File: src/hdl/usbcep_pkg.sv
// usbcep_pkg: shared types, codes and constants for the endpoint-zero handler
// no dependencies
`default_nettype none
package usbcep_pkg;

    localparam int NumEndpoints = 16;
    localparam int EpW = 4;
    localparam int QDepth = 2;

    typedef enum logic [1:0] {
        OP_BUS_RESET = 2'd0,
        OP_SETUP     = 2'd1,
        OP_IN_DONE   = 2'd2,
        OP_OUT_DONE  = 2'd3
    } op_t;

    typedef enum logic [3:0] {
        ACT_NONE    = 4'd0,
        ACT_FIRST   = 4'd1,
        ACT_NEXT    = 4'd2,
        ACT_ZLP     = 4'd3,
        ACT_ARM_RX  = 4'd4,
        ACT_STALL   = 4'd5,
        ACT_FWD_IN  = 4'd6,
        ACT_FWD_OUT = 4'd7,
        ACT_IN_DONE = 4'd8
    } action_t;

    typedef enum logic [0:0] {
        REG_MAX_PACKET   = 1'd0,
        REG_SELF_POWERED = 1'd1
    } reg_idx_t;

    localparam logic [7:0] REQ_GET_STATUS     = 8'd0;
    localparam logic [7:0] REQ_CLEAR_FEATURE  = 8'd1;
    localparam logic [7:0] REQ_SET_FEATURE    = 8'd3;
    localparam logic [7:0] REQ_SET_ADDRESS    = 8'd5;
    localparam logic [7:0] REQ_GET_DESCRIPTOR = 8'd6;
    localparam logic [7:0] REQ_GET_CONFIG     = 8'd8;
    localparam logic [7:0] REQ_SET_CONFIG     = 8'd9;
    localparam logic [7:0] REQ_GET_INTERFACE  = 8'd10;
    localparam logic [7:0] REQ_SET_INTERFACE  = 8'd11;

    localparam logic [1:0] TYPE_STANDARD = 2'd0;
    localparam logic [1:0] TYPE_CLASS    = 2'd1;
    localparam logic [1:0] TYPE_VENDOR   = 2'd2;

    localparam logic [4:0] RCP_DEVICE    = 5'd0;
    localparam logic [4:0] RCP_INTERFACE = 5'd1;
    localparam logic [4:0] RCP_ENDPOINT  = 5'd2;

    localparam logic [15:0] FEAT_REMOTE_WAKEUP = 16'h0001;
    localparam logic [15:0] FEAT_TEST_MODE     = 16'h0002;

    typedef struct packed {
        logic [1:0]  op;
        logic [3:0]  ep_num;
        logic [7:0]  req_type;
        logic [7:0]  req_code;
        logic [15:0] req_value;
        logic [15:0] req_index;
        logic [15:0] req_length;
        logic [6:0]  rx_bytes;
        logic        ext_allow;
        logic [15:0] ext_length;
    } in_word_t;

    typedef struct packed {
        logic [3:0]  action;
        logic [6:0]  tx_len;
        logic        data_toggle;
        logic [15:0] reply_word;
        logic        reply_external;
        logic [6:0]  device_address;
        logic [3:0]  forward_ep;
    } out_word_t;

    // classified command handed from front to back
    typedef enum logic [3:0] {
        CMD_RESET, CMD_STALL, CMD_IN_REPLY, CMD_OUT_DATA,
        CMD_IN_DONE, CMD_OUT_DONE, CMD_FWD_IN, CMD_FWD_OUT
    } cmd_t;

    typedef enum logic [2:0] {
        SIDE_NONE, SIDE_CLR_WAKE, SIDE_SET_WAKE, SIDE_SET_TEST,
        SIDE_SET_HALT, SIDE_CLR_HALT, SIDE_SET_ADDR, SIDE_SET_CONFIG
    } side_t;

    typedef enum logic [1:0] {
        WORD_ZERO, WORD_DEVICE, WORD_EP_HALT, WORD_CONFIG
    } word_sel_t;

    typedef struct packed {
        cmd_t        cmd;
        side_t       side;
        word_sel_t   word_sel;
        logic        ext;
        logic [15:0] remain;
        logic [15:0] req_value;
        logic [7:0]  ep_addr;
        logic [15:0] last_req;
        logic [6:0]  rx_bytes;
        logic [3:0]  ep_num;
    } cmd_word_t;

    function automatic logic [15:0] min16(input logic [15:0] a, input logic [15:0] b);
        return (a < b) ? a : b;
    endfunction

endpackage
`default_nettype wire

File: src/hdl/usbcep_front.sv
// usbcep_front: accepts events and classifies setup requests into commands
// depends on usbcep_pkg
`default_nettype none
module usbcep_front
    import usbcep_pkg::*;
(
    input  wire in_word_t  in_data,
    input  wire logic      in_valid,
    output logic           in_stall,
    output cmd_word_t      cmd_data,
    output logic           cmd_valid,
    input  wire logic      cmd_full
);

    cmd_word_t c;
    logic [1:0] rtype;
    logic [4:0] rcp;
    logic       allow;

    assign in_stall  = cmd_full;
    assign cmd_valid = in_valid && !cmd_full;
    assign cmd_data  = c;

    always_comb
    begin
        rtype = in_data.req_type[6:5];
        rcp   = in_data.req_type[4:0];
        allow = 1'b0;
        c = '0;
        c.cmd       = CMD_RESET;
        c.side      = SIDE_NONE;
        c.word_sel  = WORD_ZERO;
        c.req_value = in_data.req_value;
        c.ep_addr   = in_data.req_index[7:0];
        c.last_req  = {in_data.req_type, in_data.req_code};
        c.rx_bytes  = in_data.rx_bytes;
        c.ep_num    = in_data.ep_num;
        case (op_t'(in_data.op))
            OP_BUS_RESET: c.cmd = CMD_RESET;
            OP_SETUP:
            begin
                if (rtype == TYPE_CLASS || rtype == TYPE_VENDOR)
                begin
                    allow = in_data.ext_allow;
                    c.remain = in_data.ext_length;
                    c.ext = 1'b1;
                end
                else if (rtype == TYPE_STANDARD)
                begin
                    case (in_data.req_code)
                        REQ_GET_STATUS:
                        begin
                            c.remain = 16'd2;
                            if (rcp == RCP_DEVICE)
                            begin
                                c.word_sel = WORD_DEVICE;
                                allow = 1'b1;
                            end
                            else if (rcp == RCP_INTERFACE)
                                allow = 1'b1;
                            else if (rcp == RCP_ENDPOINT)
                            begin
                                c.word_sel = WORD_EP_HALT;
                                allow = 1'b1;
                            end
                        end
                        REQ_CLEAR_FEATURE:
                        begin
                            if (rcp == RCP_DEVICE && in_data.req_value == FEAT_REMOTE_WAKEUP)
                            begin
                                c.side = SIDE_CLR_WAKE;
                                allow = 1'b1;
                            end
                            else if (rcp == RCP_ENDPOINT)
                            begin
                                c.side = SIDE_CLR_HALT;
                                allow = 1'b1;
                            end
                        end
                        REQ_SET_FEATURE:
                        begin
                            if (rcp == RCP_DEVICE && in_data.req_value == FEAT_REMOTE_WAKEUP)
                            begin
                                c.side = SIDE_SET_WAKE;
                                allow = 1'b1;
                            end
                            else if (rcp == RCP_DEVICE && in_data.req_value == FEAT_TEST_MODE)
                            begin
                                c.side = SIDE_SET_TEST;
                                allow = 1'b1;
                            end
                            else if (rcp == RCP_ENDPOINT)
                            begin
                                c.side = SIDE_SET_HALT;
                                allow = 1'b1;
                            end
                        end
                        REQ_SET_ADDRESS:
                            if (rcp == RCP_DEVICE)
                            begin
                                c.side = SIDE_SET_ADDR;
                                allow = 1'b1;
                            end
                        REQ_GET_DESCRIPTOR:
                            if (rcp == RCP_DEVICE || rcp == RCP_INTERFACE)
                            begin
                                allow = in_data.ext_allow;
                                c.remain = in_data.ext_length;
                                c.ext = 1'b1;
                            end
                        REQ_GET_CONFIG:
                            if (rcp == RCP_DEVICE)
                            begin
                                c.word_sel = WORD_CONFIG;
                                c.remain = 16'd1;
                                allow = 1'b1;
                            end
                        REQ_SET_CONFIG:
                            if (rcp == RCP_DEVICE)
                            begin
                                c.side = SIDE_SET_CONFIG;
                                allow = 1'b1;
                            end
                        REQ_GET_INTERFACE:
                            if (rcp == RCP_INTERFACE)
                            begin
                                allow = in_data.ext_allow;
                                c.remain = 16'd1;
                                c.ext = 1'b1;
                            end
                        REQ_SET_INTERFACE:
                            if (rcp == RCP_INTERFACE)
                                allow = in_data.ext_allow;
                        default: allow = 1'b0;
                    endcase
                end
                if (!allow)
                begin
                    c.cmd = CMD_STALL;
                    c.side = SIDE_NONE;
                end
                else if (in_data.req_type[7])
                begin
                    c.cmd = CMD_IN_REPLY;
                    c.remain = min16(c.remain, in_data.req_length);
                end
                else
                    c.cmd = CMD_OUT_DATA;
            end
            OP_IN_DONE:  c.cmd = (in_data.ep_num != '0) ? CMD_FWD_IN : CMD_IN_DONE;
            OP_OUT_DONE: c.cmd = (in_data.ep_num != '0) ? CMD_FWD_OUT : CMD_OUT_DONE;
            default: c.cmd = CMD_RESET;
        endcase
    end

endmodule
`default_nettype wire

File: src/hdl/usbcep_queue.sv
// usbcep_queue: short command queue between front and back
// depends on usbcep_pkg
`default_nettype none
module usbcep_queue
    import usbcep_pkg::*;
(
    input  wire logic      clk,
    input  wire logic      rst_n,
    input  wire cmd_word_t wr_data,
    input  wire logic      wr_en,
    output logic           full,
    output cmd_word_t      rd_data,
    output logic           rd_valid,
    input  wire logic      rd_en
);

    localparam int PtrW = $clog2(QDepth);

    cmd_word_t         mem_reg [QDepth];
    logic [PtrW-1:0]   wp_reg, rp_reg;
    logic [PtrW:0]     cnt_reg;

    assign full     = (cnt_reg == (PtrW+1)'(QDepth));
    assign rd_valid = (cnt_reg != '0);
    assign rd_data  = mem_reg[rp_reg];

    always_ff @(posedge clk)
    begin
        if (wr_en)
            mem_reg[wp_reg] <= wr_data;
    end

    always_ff @(posedge clk or negedge rst_n)
    begin
        if (!rst_n)
        begin
            wp_reg  <= '0;
            rp_reg  <= '0;
            cnt_reg <= '0;
        end
        else
        begin
            if (wr_en)
                wp_reg <= wp_reg + 1'b1;
            if (rd_en)
                rp_reg <= rp_reg + 1'b1;
            cnt_reg <= cnt_reg + (PtrW+1)'(wr_en) - (PtrW+1)'(rd_en);
        end
    end

    assert property (@(posedge clk) disable iff (!rst_n) full |-> !wr_en)
        else $error("queue overrun");
    assert property (@(posedge clk) disable iff (!rst_n) !rd_valid |-> !rd_en)
        else $error("queue underrun");
    assert property (@(posedge clk) disable iff (!rst_n)
        cnt_reg <= (PtrW+1)'(QDepth))
        else $error("queue count out of range");

endmodule
`default_nettype wire

File: src/hdl/usbcep_back.sv
// usbcep_back: holds device state, executes commands, drives result register
// depends on usbcep_pkg
`default_nettype none
module usbcep_back
    import usbcep_pkg::*;
(
    input  wire logic      clk,
    input  wire logic      rst_n,
    input  wire cmd_word_t cmd_data,
    input  wire logic      cmd_valid,
    output logic           cmd_take,
    input  wire logic [6:0] ep0_pkt_size,
    input  wire logic      self_powered,
    output out_word_t      out_data,
    output logic           out_valid,
    input  wire logic      out_stall
);

    logic [6:0]  active_address_reg, active_address_next;
    logic [6:0]  pending_address_reg, pending_address_next;
    logic [7:0]  current_config_reg, current_config_next;
    logic        remote_wakeup_reg, remote_wakeup_next;
    logic        test_mode_reg, test_mode_next;
    logic [15:0] bytes_left_reg, bytes_left_next;
    logic [6:0]  chunk_len_reg, chunk_len_next;
    logic [15:0] last_request_reg, last_request_next;
    logic        tx_toggle_reg, tx_toggle_next;
    logic [NumEndpoints-1:0] in_stall_bits_reg, in_stall_bits_next;
    logic [NumEndpoints-1:0] out_stall_bits_reg, out_stall_bits_next;
    out_word_t   out_reg, o;
    logic        out_valid_reg;

    logic [15:0] mps;
    logic [EpW-1:0] ep;
    logic        ep_ok, is_in_ep, halt_bit;
    logic [15:0] dec;
    logic [15:0] clip;

    assign cmd_take  = cmd_valid && (!out_valid_reg || !out_stall);
    assign out_valid = out_valid_reg;
    assign out_data  = out_reg;

    always_comb
    begin
        mps = (ep0_pkt_size < 7'd8) ? 16'd8 :
              (ep0_pkt_size > 7'd64) ? 16'd64 : {9'd0, ep0_pkt_size};
        ep       = cmd_data.ep_addr[EpW-1:0];
        ep_ok    = (32'(ep) < NumEndpoints);
        is_in_ep = cmd_data.ep_addr[7];
        halt_bit = ep_ok && (is_in_ep ? in_stall_bits_reg[ep] : out_stall_bits_reg[ep]);
        active_address_next  = active_address_reg;
        pending_address_next = pending_address_reg;
        current_config_next  = current_config_reg;
        remote_wakeup_next   = remote_wakeup_reg;
        test_mode_next       = test_mode_reg;
        bytes_left_next      = bytes_left_reg;
        chunk_len_next       = chunk_len_reg;
        last_request_next    = last_request_reg;
        tx_toggle_next       = tx_toggle_reg;
        in_stall_bits_next   = in_stall_bits_reg;
        out_stall_bits_next  = out_stall_bits_reg;
        dec = '0;
        clip = '0;
        o = '0;
        o.action = ACT_NONE;
        case (cmd_data.cmd)
            CMD_RESET:
            begin
                active_address_next  = '0;
                pending_address_next = '0;
                current_config_next  = '0;
                remote_wakeup_next   = 1'b0;
                test_mode_next       = 1'b0;
                bytes_left_next      = '0;
                chunk_len_next       = '0;
                last_request_next    = '0;
                tx_toggle_next       = 1'b0;
                in_stall_bits_next   = '0;
                out_stall_bits_next  = '0;
            end
            CMD_STALL, CMD_IN_REPLY, CMD_OUT_DATA:
            begin
                last_request_next = cmd_data.last_req;
                bytes_left_next   = '0;
                chunk_len_next    = '0;
                o.data_toggle     = 1'b1;
                case (cmd_data.side)
                    SIDE_CLR_WAKE:   remote_wakeup_next = 1'b0;
                    SIDE_SET_WAKE:   remote_wakeup_next = 1'b1;
                    SIDE_SET_TEST:   test_mode_next = 1'b1;
                    SIDE_SET_HALT:
                        if (ep_ok)
                        begin
                            if (is_in_ep)
                                in_stall_bits_next[ep] = 1'b1;
                            else
                                out_stall_bits_next[ep] = 1'b1;
                        end
                    SIDE_CLR_HALT:
                        if (ep_ok)
                        begin
                            if (is_in_ep)
                                in_stall_bits_next[ep] = 1'b0;
                            else
                                out_stall_bits_next[ep] = 1'b0;
                        end
                    SIDE_SET_ADDR:   pending_address_next = cmd_data.req_value[6:0];
                    SIDE_SET_CONFIG: current_config_next = cmd_data.req_value[7:0];
                    default: ;
                endcase
                if (cmd_data.cmd == CMD_STALL)
                    o.action = ACT_STALL;
                else if (cmd_data.cmd == CMD_IN_REPLY)
                begin
                    bytes_left_next = cmd_data.remain;
                    clip            = min16(cmd_data.remain, mps);
                    chunk_len_next  = clip[6:0];
                    tx_toggle_next  = 1'b1;
                    o.action = ACT_FIRST;
                    o.tx_len = chunk_len_next;
                    o.reply_external = cmd_data.ext;
                    case (cmd_data.word_sel)
                        WORD_DEVICE:  o.reply_word = {14'd0, remote_wakeup_reg, self_powered};
                        WORD_EP_HALT: o.reply_word = {15'd0, halt_bit};
                        WORD_CONFIG:  o.reply_word = {8'd0, current_config_reg};
                        default:      o.reply_word = '0;
                    endcase
                end
                else if (cmd_data.remain == '0)
                    o.action = ACT_ZLP;
                else
                begin
                    bytes_left_next = cmd_data.remain;
                    o.action = ACT_ARM_RX;
                end
            end
            CMD_IN_DONE:
            begin
                // standard device SetAddress, either direction
                if (last_request_reg[14:8] == 7'd0 && last_request_reg[7:0] == REQ_SET_ADDRESS)
                    active_address_next = pending_address_reg;
                dec = {9'd0, chunk_len_reg};
                bytes_left_next = (bytes_left_reg >= dec) ? bytes_left_reg - dec : '0;
                if (bytes_left_next != '0)
                begin
                    clip = min16(bytes_left_next, mps);
                    chunk_len_next = clip[6:0];
                    tx_toggle_next = !tx_toggle_reg;
                    o.action = ACT_NEXT;
                    o.tx_len = chunk_len_next;
                    o.data_toggle = tx_toggle_next;
                    o.reply_external = 1'b1;
                end
                else
                begin
                    o.action = ACT_IN_DONE;
                    o.data_toggle = 1'b1;
                end
            end
            CMD_OUT_DONE:
            begin
                dec = {9'd0, cmd_data.rx_bytes};
                bytes_left_next = (bytes_left_reg >= dec) ? bytes_left_reg - dec : '0;
                if (bytes_left_next == '0)
                begin
                    o.action = ACT_ZLP;
                    o.data_toggle = 1'b1;
                end
            end
            CMD_FWD_IN:
            begin
                o.action = ACT_FWD_IN;
                o.forward_ep = cmd_data.ep_num;
            end
            CMD_FWD_OUT:
            begin
                o.action = ACT_FWD_OUT;
                o.forward_ep = cmd_data.ep_num;
            end
            default: ;
        endcase
        o.device_address = active_address_next;
    end

    always_ff @(posedge clk)
    begin
        if (cmd_take)
            out_reg <= o;
    end

    always_ff @(posedge clk or negedge rst_n)
    begin
        if (!rst_n)
        begin
            out_valid_reg       <= 1'b0;
            active_address_reg  <= '0;
            pending_address_reg <= '0;
            current_config_reg  <= '0;
            remote_wakeup_reg   <= 1'b0;
            test_mode_reg       <= 1'b0;
            bytes_left_reg      <= '0;
            chunk_len_reg       <= '0;
            last_request_reg    <= '0;
            tx_toggle_reg       <= 1'b0;
            in_stall_bits_reg   <= '0;
            out_stall_bits_reg  <= '0;
        end
        else
        begin
            if (cmd_take)
            begin
                out_valid_reg       <= 1'b1;
                active_address_reg  <= active_address_next;
                pending_address_reg <= pending_address_next;
                current_config_reg  <= current_config_next;
                remote_wakeup_reg   <= remote_wakeup_next;
                test_mode_reg       <= test_mode_next;
                bytes_left_reg      <= bytes_left_next;
                chunk_len_reg       <= chunk_len_next;
                last_request_reg    <= last_request_next;
                tx_toggle_reg       <= tx_toggle_next;
                in_stall_bits_reg   <= in_stall_bits_next;
                out_stall_bits_reg  <= out_stall_bits_next;
            end
            else if (!out_stall)
                out_valid_reg <= 1'b0;
        end
    end

    assert property (@(posedge clk) disable iff (!rst_n)
        out_valid && out_stall |=> out_valid)
        else $error("result dropped under stall");
    assert property (@(posedge clk) disable iff (!rst_n)
        cmd_take && cmd_data.cmd == CMD_RESET |=> active_address_reg == '0
        && in_stall_bits_reg == '0 && out_stall_bits_reg == '0)
        else $error("bus reset left state");
    assert property (@(posedge clk) disable iff (!rst_n)
        chunk_len_reg <= 7'd64)
        else $error("chunk longer than max packet");

endmodule
`default_nettype wire

File: src/hdl/usb_control_endpoint_handler_top.sv
// usb_control_endpoint_handler_top: endpoint-zero control handler top level
// depends on usbcep_pkg, usbcep_front, usbcep_queue, usbcep_back
//
//   channel | direction | handshake        | word
//   in      | input     | in_valid/stall   | in_word_t
//   out     | output    | out_valid/stall  | out_word_t
//   cfg     | input     | cfg_we           | cfg_index, cfg_wdata
//
// one event per cycle sustained and one command executed per cycle by the back
// stage while out stall is low; a command is registered in the queue, then in the
// result register; rst_n clears all device state, mps resets to 64, self-powered
// to 0; out stall holds the result; the two-entry queue absorbs input until full
`default_nettype none
module usb_control_endpoint_handler_top
    import usbcep_pkg::*;
(
    input  wire logic      clk,
    input  wire logic      rst_n,
    input  wire in_word_t  in_data,
    input  wire logic      in_valid,
    output logic           in_stall,
    output out_word_t      out_data,
    output logic           out_valid,
    input  wire logic      out_stall,
    input  wire logic      cfg_we,
    input  wire logic      cfg_index,
    input  wire logic [6:0] cfg_wdata
);

    logic [6:0] ep0_pkt_size_reg;
    logic       self_powered_reg;
    cmd_word_t  f_cmd, q_cmd;
    logic       f_valid, q_full, q_valid, q_take;

    always_ff @(posedge clk or negedge rst_n)
    begin
        if (!rst_n)
        begin
            ep0_pkt_size_reg <= 7'd64;
            self_powered_reg <= 1'b0;
        end
        else if (cfg_we)
        begin
            case (reg_idx_t'(cfg_index))
                REG_MAX_PACKET:   ep0_pkt_size_reg <= cfg_wdata;
                REG_SELF_POWERED: self_powered_reg <= cfg_wdata[0];
                default: ;
            endcase
        end
    end

    usbcep_front u_front (
        .in_data(in_data), .in_valid(in_valid),
        .in_stall(in_stall), .cmd_data(f_cmd), .cmd_valid(f_valid), .cmd_full(q_full)
    );

    usbcep_queue u_queue (
        .clk(clk), .rst_n(rst_n), .wr_data(f_cmd), .wr_en(f_valid), .full(q_full),
        .rd_data(q_cmd), .rd_valid(q_valid), .rd_en(q_take)
    );

    usbcep_back u_back (
        .clk(clk), .rst_n(rst_n), .cmd_data(q_cmd), .cmd_valid(q_valid),
        .cmd_take(q_take), .ep0_pkt_size(ep0_pkt_size_reg),
        .self_powered(self_powered_reg), .out_data(out_data),
        .out_valid(out_valid), .out_stall(out_stall)
    );

endmodule
`default_nettype wire

File: config.mk
export PLATFORM = sky130hd
export DESIGN_NAME = usb_control_endpoint_handler_top
export DESIGN_NICKNAME = d
export VERILOG_FILES = /design/src/hdl/usbcep_pkg.sv /design/src/hdl/usbcep_front.sv /design/src/hdl/usbcep_queue.sv /design/src/hdl/usbcep_back.sv /design/src/hdl/usb_control_endpoint_handler_top.sv
export SDC_FILE = /design/constraint.sdc
export NUM_CORES = 1
export LEC_CHECK = 0
export ABC_AREA = 1
export BUFFER_PORTS_ARGS = -buffer_cell sky130_fd_sc_hd__buf_2
export CORE_UTILIZATION = 55
export DETAILED_ROUTE_END_ITERATION = 12
export GPL_TIMING_DRIVEN = 1
export PLACE_DENSITY = 0.82
export SETUP_SLACK_MARGIN = 0.02
export SLEW_MARGIN = 5
export SYNTH_ARGS = -nofsm -noshare
export SYNTH_HDL_FRONTEND = slang
export SYNTH_SLANG_ARGS = --single-unit
export TNS_END_PERCENT = 10
File: constraint.sdc
create_clock -name clk -period 5.29 [get_ports clk]
set_clock_uncertainty 0.05 [all_clocks]
set_input_delay 1.058 -clock clk [delete_from_list [all_inputs] [get_ports clk]]
set_output_delay 1.058 -clock clk [all_outputs]
set_load 0.01 [all_outputs]
==> results_dict.tcl, run 1 <==
set metrics [dict create \
    crit_arrival_ns 4.29 \
    grt-ovfl-total 0 \
    fillers 2117 \
    htreeDepth 1 \
    track_usage_pct 26.67 \
    grt_util_met3_pct 3.993 \
    setup_tns_ns 0 \
    ir_worst_vdd_mv 0.4803 \
    clk_pin_slew_worst_paths_ns 0.06 \
    largest_reg_flops 128 \
    place_ws_ns 0.7821 \
    hold_violations 0 \
    drt_iter0_drc 1380 \
    crit_chain "buf_2 > nor2_1 > nand2_1 > nor2_1 > nand2_1 > nand2_1 > nand2_1 > o21ai_0 > inv_1 > nor2_1 > ha_1 > nand2_1 > inv_1 > nand3_1 > a31oi_1 > a2111oi_0 > nand2_1 > buf_4 > nand3_1 > nand2_1 > nor2_1" \
    first_global_vias 11380 \
    crit_slowest_cell "a2111oi_0" \
    cts_resized 0 \
    worst_slack_ns 1.324 \
    crit_required_ns 5.62 \
    grt_start_max_net_pins 66 \
    async_reset_ff_share_pct 40.07 \
    via_per_inst 5.709 \
    n_antenna_cell 0 \
    grtUsageMet1_pct 37.64 \
    layout_common_cells "nand2_1, inv_1, nor2_1" \
    power.leakage_uw 0.007370 \
    die_h_microns 164.5 \
    cts_buffer_depth 3 \
    grt_pass1_wl_microns 56810 \
    area_delta_synth_final_pct 12.40 \
    place_congestion 0.9405 \
    cp_common_cell "nand2_1" \
    nets 1918 \
    cts_tree "built" \
    netlist.top_cell.by_area "edfxtp_1" \
    io_pins 149 \
    cp-start-kind "input pin" \
    slew_headroom_pct 25.59 \
    ys_ff_latch 267 \
    core_area_sq_mm 0.02598 \
    totalPowerFinal_uw 9882 \
    setup_viol 0 \
    slew_violations 0 \
    die_w_microns 164.5 \
    die_area_sq_mm 0.02705 \
    place_hpwl_microns 25230 \
    rows 59 \
    r2r_slack_ns 1.41 \
    use_met2_pct 42.98 \
    num_vias 12110 \
    start_util_pct 55.88 \
    rsz0062_at_grt "no" \
    ys_warn_count 0 \
    cp-end-kind "register" \
    post-cts-setup-buffers 0 \
    tightest_slew_ns 1.115 \
    drive_above_1_share_pct 14.61 \
    avgSynthCellArea_sq_um 8.811 \
    register_area_sq_mm 0.007485 \
    cap_violations 0 \
    status "finished clean" \
    dpl-instance-area_sq_mm 0.01537 \
    min_period_ns 3.966 \
    hold_buffers 0 \
    synth_ff_type "edfxtp_1" \
    multi_input_area_sq_mm 0.005954 \
    antenna_found_initial 0 \
    wl_microns 35710 \
    io_buffers 129 \
    yosys.area.top_type_share_pct 33.09 \
    grt_busiest_layer "met2" \
    path_class "in2reg" \
    max_stage_delay_ns 0.31 \
    final_common_cell "nand2_1" \
    yosysUniqueCellTypes 63 \
    first_pass_iters 6 \
    fin_crit_sh_pct 74.98 \
    clock_insertion_delay_worst_skew_ns 0.55 \
    final_antenna_net_count 0 \
    max_freq_mhz 252.1 \
    wl_per_cell_microns 16.84 \
    syn_inst 1648 \
    synthTopCellsByArea "edfxtp_1, dfrtp_1, nand2_1, inv_1, nor2_1" \
    synth_seq_area_share_pct 51.54 \
    synth_edf_count 160 \
    cts_root_buf "clkbuf_16" \
    post-route-util_pct 62.81 \
    cts_buffers 27 \
    hp-class "reg2reg" \
    power_density_mw_per_mm2 605.5 \
    final_cell_area_sq_mm 0.01632 \
    drc 0 \
    critPathMaxFanout 32 \
    netlist_area_sq_mm 0.01452 \
    clock_sinks 267 \
]
## synth_stat cells, drive strengths merged (3+ instances only)
master,n
ha,44
nand4,24
a21oi,112
dfrtp,106
nor4,14
o41ai,15
o22ai,27
xor2,6
mux2i,13
buf,40
o21bai,3
a21o,3
a211oi,3
nor3,13
or2,10
edfxtp,160
clkbuf,20
nand3,102
xnor2,4
o2111ai,3
a22oi,20
a31oi,7
mux2,5
nand2,390
o21ai,82
o211ai,8
nor2,194
inv,203
## cell type report
type / count / share of cell area (%)
repair buffers: 141 / 4.523
well taps: 335 / 2.568
clock inverters: 12 / 0.9506
clock buffers: 38 / 4.891
flip-flops and latches: 267 / 45.86
multi-input cells: 1124 / 36.48
inverters: 204 / 4.722
## kinds of logic after synthesis
kind of cell | synth area share [%]
and+or+nand+nor | 22.53
AOI/OAI and AO/OA | 12.19
DFF | 51.54
buffers and inverters | 7.755
adders and majority gates | 4.067
muxes | 1.284
xor gates and xnor gates | 0.6032
other | 0.02583
## metal layers
layer	vias to the layer above	part of all wire, %
met5	-	0
met4	0	2.4
met3	62	8.4
met2	552	46
met1	5686	44
li1	5808	-
## power by group
| part | switching (uW) | internal, uW | total (uW) |
|---|---|---|---|
| combinational | 3230 | 1380 | 4610 |
| sequential | 300 | 2960 | 3260 |
| clock | 812 | 1200 | 2010 |
| total | 4340 | 5540 | 9880 |
## critical path, delay by kind of cell
family                   cells  cell delay (ns)
AO/OA/AOI/OAI                3             0.64
adder cells (fa/ha/maj)      1             0.27
buffers and inverters        4             0.66
AND/OR/NAND/NOR             13             1.63
## through the flow
stage,instances,hold WS (ns)
2_1_floorplan,1655,0.3967
3_3_place_gp,2071,0.4136
3_5_place_dp,2071,0.4241
4_1_cts,2121,0.4471
5_1_grt,2121,0.4550
6_report,2121,0.4500
## path summary, 6_finish.rpt
check                                            from                           end  cells after the start
setup / recovery                          in_data[77]        u_queue.mem_reg[0][55]                     21
hold / removal             u_back.last_request_reg[8]    u_back.last_request_reg[8]                      2
setup reg to reg             u_back.bytes_left_reg[0]           u_back.out_data[35]                     23
hold reg to reg            u_back.last_request_reg[8]    u_back.last_request_reg[8]                      2
max in group asynchronous                       rst_n   u_back.last_request_reg[14]                      2
min in group asynchronous                       rst_n  u_back.out_stall_bits_reg[9]                      1
Note: power is estimated with default switching activity, not from simulation.
==> run 2, diff against run 1 <==
==> constraint.sdc (replaced) <==
create_clock -name clk -period 4 [get_ports clk]
set_clock_uncertainty 0.05 [all_clocks]
set_input_delay 0.8 -clock clk [delete_from_list [all_inputs] [get_ports clk]]
set_output_delay 0.8 -clock clk [all_outputs]
set_load 0.01 [all_outputs]
==> results_dict.tcl, run 2 (synthesis gave the netlist of run 1 again) <==
set metrics [dict create \
    pwr-share-clk_pct 19.0 \
    setup_tns_ns 0 \
    largest_reg_flops 128 \
    cts_buffers 27 \
    via_per_inst 5.729 \
    setup_viol 0 \
    layout_common_cells "nand2_1, inv_1, nor2_1" \
    max_freq_mhz 269.3 \
    final_cell_count_no_fill 2141 \
    slew_headroom_pct 31.89 \
    min_period_ns 3.713 \
    drive_above_1_share_pct 15.09 \
    cts_tree "built" \
    dp_cells 2088 \
    rows 59 \
    tightest_slew_ns 1.022 \
    final_common_cell "nand2_1" \
    max_stage_delay_ns 0.52 \
    power.leakage_uw 0.007419 \
    num_vias 12270 \
    htreeDepth 1 \
    die_w_microns 164.5 \
    die_h_microns 164.5 \
    io_pins 149 \
    first_global_vias 11510 \
    cp-start-kind "register" \
    crit_slowest_cell "dfrtp_2" \
    core_area_sq_mm 0.02598 \
    drc 0 \
    fillers 2091 \
    drt_iter0_drc 1326 \
    final_antenna_net_count 0 \
    hp-class "in2async" \
    cts_buffer_depth 3 \
    grt_start_max_net_pins 66 \
    grt-ovfl-total 0 \
    crit_arrival_ns 3.99 \
    wl_per_cell_microns 16.95 \
    hold_violations 0 \
    post-route-util_pct 63.03 \
    post-cts-setup-buffers 0 \
    fin_crit_sh_pct 92.83 \
    io_buffers 129 \
    switching_share_pct 44.22 \
    cap_violations 0 \
    place_hpwl_microns 25870 \
    clk_pin_slew_worst_paths_ns 0.07 \
    multi_input_area_sq_mm 0.005957 \
    area_delta_synth_final_pct 12.81 \
    ir_worst_vdd_mv 0.6843 \
    start_util_pct 55.88 \
    clock_sinks 267 \
    totalPowerFinal_uw 13010 \
    first_pass_iters 6 \
    seq_power_share_pct 33.0 \
    die_area_sq_mm 0.02705 \
    cp-end-kind "register" \
    crit_chain "inv_2 > nand2_1 > nand2_1 > ha_1 > inv_1 > fa_1 > nand2_1 > inv_1 > a21oi_1 > inv_1 > nand2_1 > nand2_1 > nor2_1 > inv_2 > nand3_1 > inv_1 > nor3_1 > nand3_1 > o2111ai_1" \
    cp_common_cell "nand2_1" \
    slew_violations 0 \
    status "finished clean" \
    rsz0062_at_grt "no" \
    nets 1935 \
    cts_root_buf "clkbuf_16" \
    path_class "reg2reg" \
    crit_required_ns 4.28 \
    wl_microns 36290 \
    power_density_mw_per_mm2 794.2 \
    switching_power_uw 5752 \
    cellInternalPower_uw 7256 \
    track_usage_pct 27.32 \
    register_area_sq_mm 0.007485 \
    grt_pass1_wl_microns 58040 \
    antenna_found_initial 5 \
    p_comb_share_pct 48.0 \
    place_congestion 0.9320 \
    clock_insertion_delay_worst_skew_ns 0.56 \
    critPathMaxFanout 18 \
]
[run 2: cell type report]
| cell class | count | area share [%] |
|---|---|---|
| well taps | 335 | 2.559 |
| multi-input cells | 1124 | 36.37 |
| clock buffers | 38 | 4.499 |
| inverters | 204 | 4.721 |
| flip-flops and latches | 267 | 45.70 |
| clock inverters | 12 | 0.7486 |
| diodes | 3 | 0.04583 |
| repair buffers | 158 | 5.362 |
[run 2: final timing paths]
kind	start	end	slack (ns)	cells after the start
worst max-delay path	u_queue.rp_reg	u_back.out_data[37]	0.29	19
worst min-delay path	rst_n	u_back.out_stall_bits_reg[8]	0.29	1
worst max register to register	u_queue.rp_reg	u_back.out_data[37]	0.29	19
worst min register to register	u_back.last_request_reg[3]	u_back.last_request_reg[3]	0.43	2
max in group asynchronous	rst_n	u_back.last_request_reg[8]	2.86	2
min in group clk	in_data[41]	u_queue.mem_reg[1][28]	0.38	1
[run 2: metrics by stage]
| step | cell area [sq um] | worst slack, ns | hold WS (ns) |
|---|---|---|---|
| finish | 16380 | 0.2870 | 0.2926 |
| global route | 16380 | 0.02633 | 0.3542 |
| CTS | 16360 | 0.1710 | 0.3203 |
| detailed placement | 15500 | -0.1467 | 0.4201 |
| global placement | 15500 | 0.09301 | 0.4096 |
| floorplan | 14550 | -0.1729 | 0.3967 |
[run 2: worst max-delay path: cells and delay by family (launching register included)]
kind / cells / cell delay (ns)
adders and majority gates: 2 / 0.57
and+or+nand+nor: 9 / 1.23
DFF: 1 / 0.52
buffers and inverters: 6 / 0.62
AOI/OAI and AO/OA: 2 / 0.46
[run 2: metal layers]
| layer | share of wire (%) | global-route usage (%) | wire length (microns) |
|---|---|---|---|
| met1 | 43 | 37.63 | 15460 |
| met2 | 46 | 44.04 | 16540 |
| met3 | 9.1 | 5.073 | 3305 |
| met4 | 2.6 | 8.215 | 961 |
| met5 | 0.066 | 0 | 24 |
[run 2: what timing repair did]
item                       4_1_cts  5_1_grt
setup endpoints to repair        0       14
hold buffers                     0        0
resized for setup                0        5
[run 2: power groups by stage]
stage,logic [uW],clock network [uW],registers (uW)
3_3_place_gp,5920,0,4310
3_5_place_dp,6090,0,4340
5_1_grt,6930,2620,4370
2_1_floorplan,4410,0,4310
4_1_cts,6140,2490,4290
6_report,6250,2470,4300
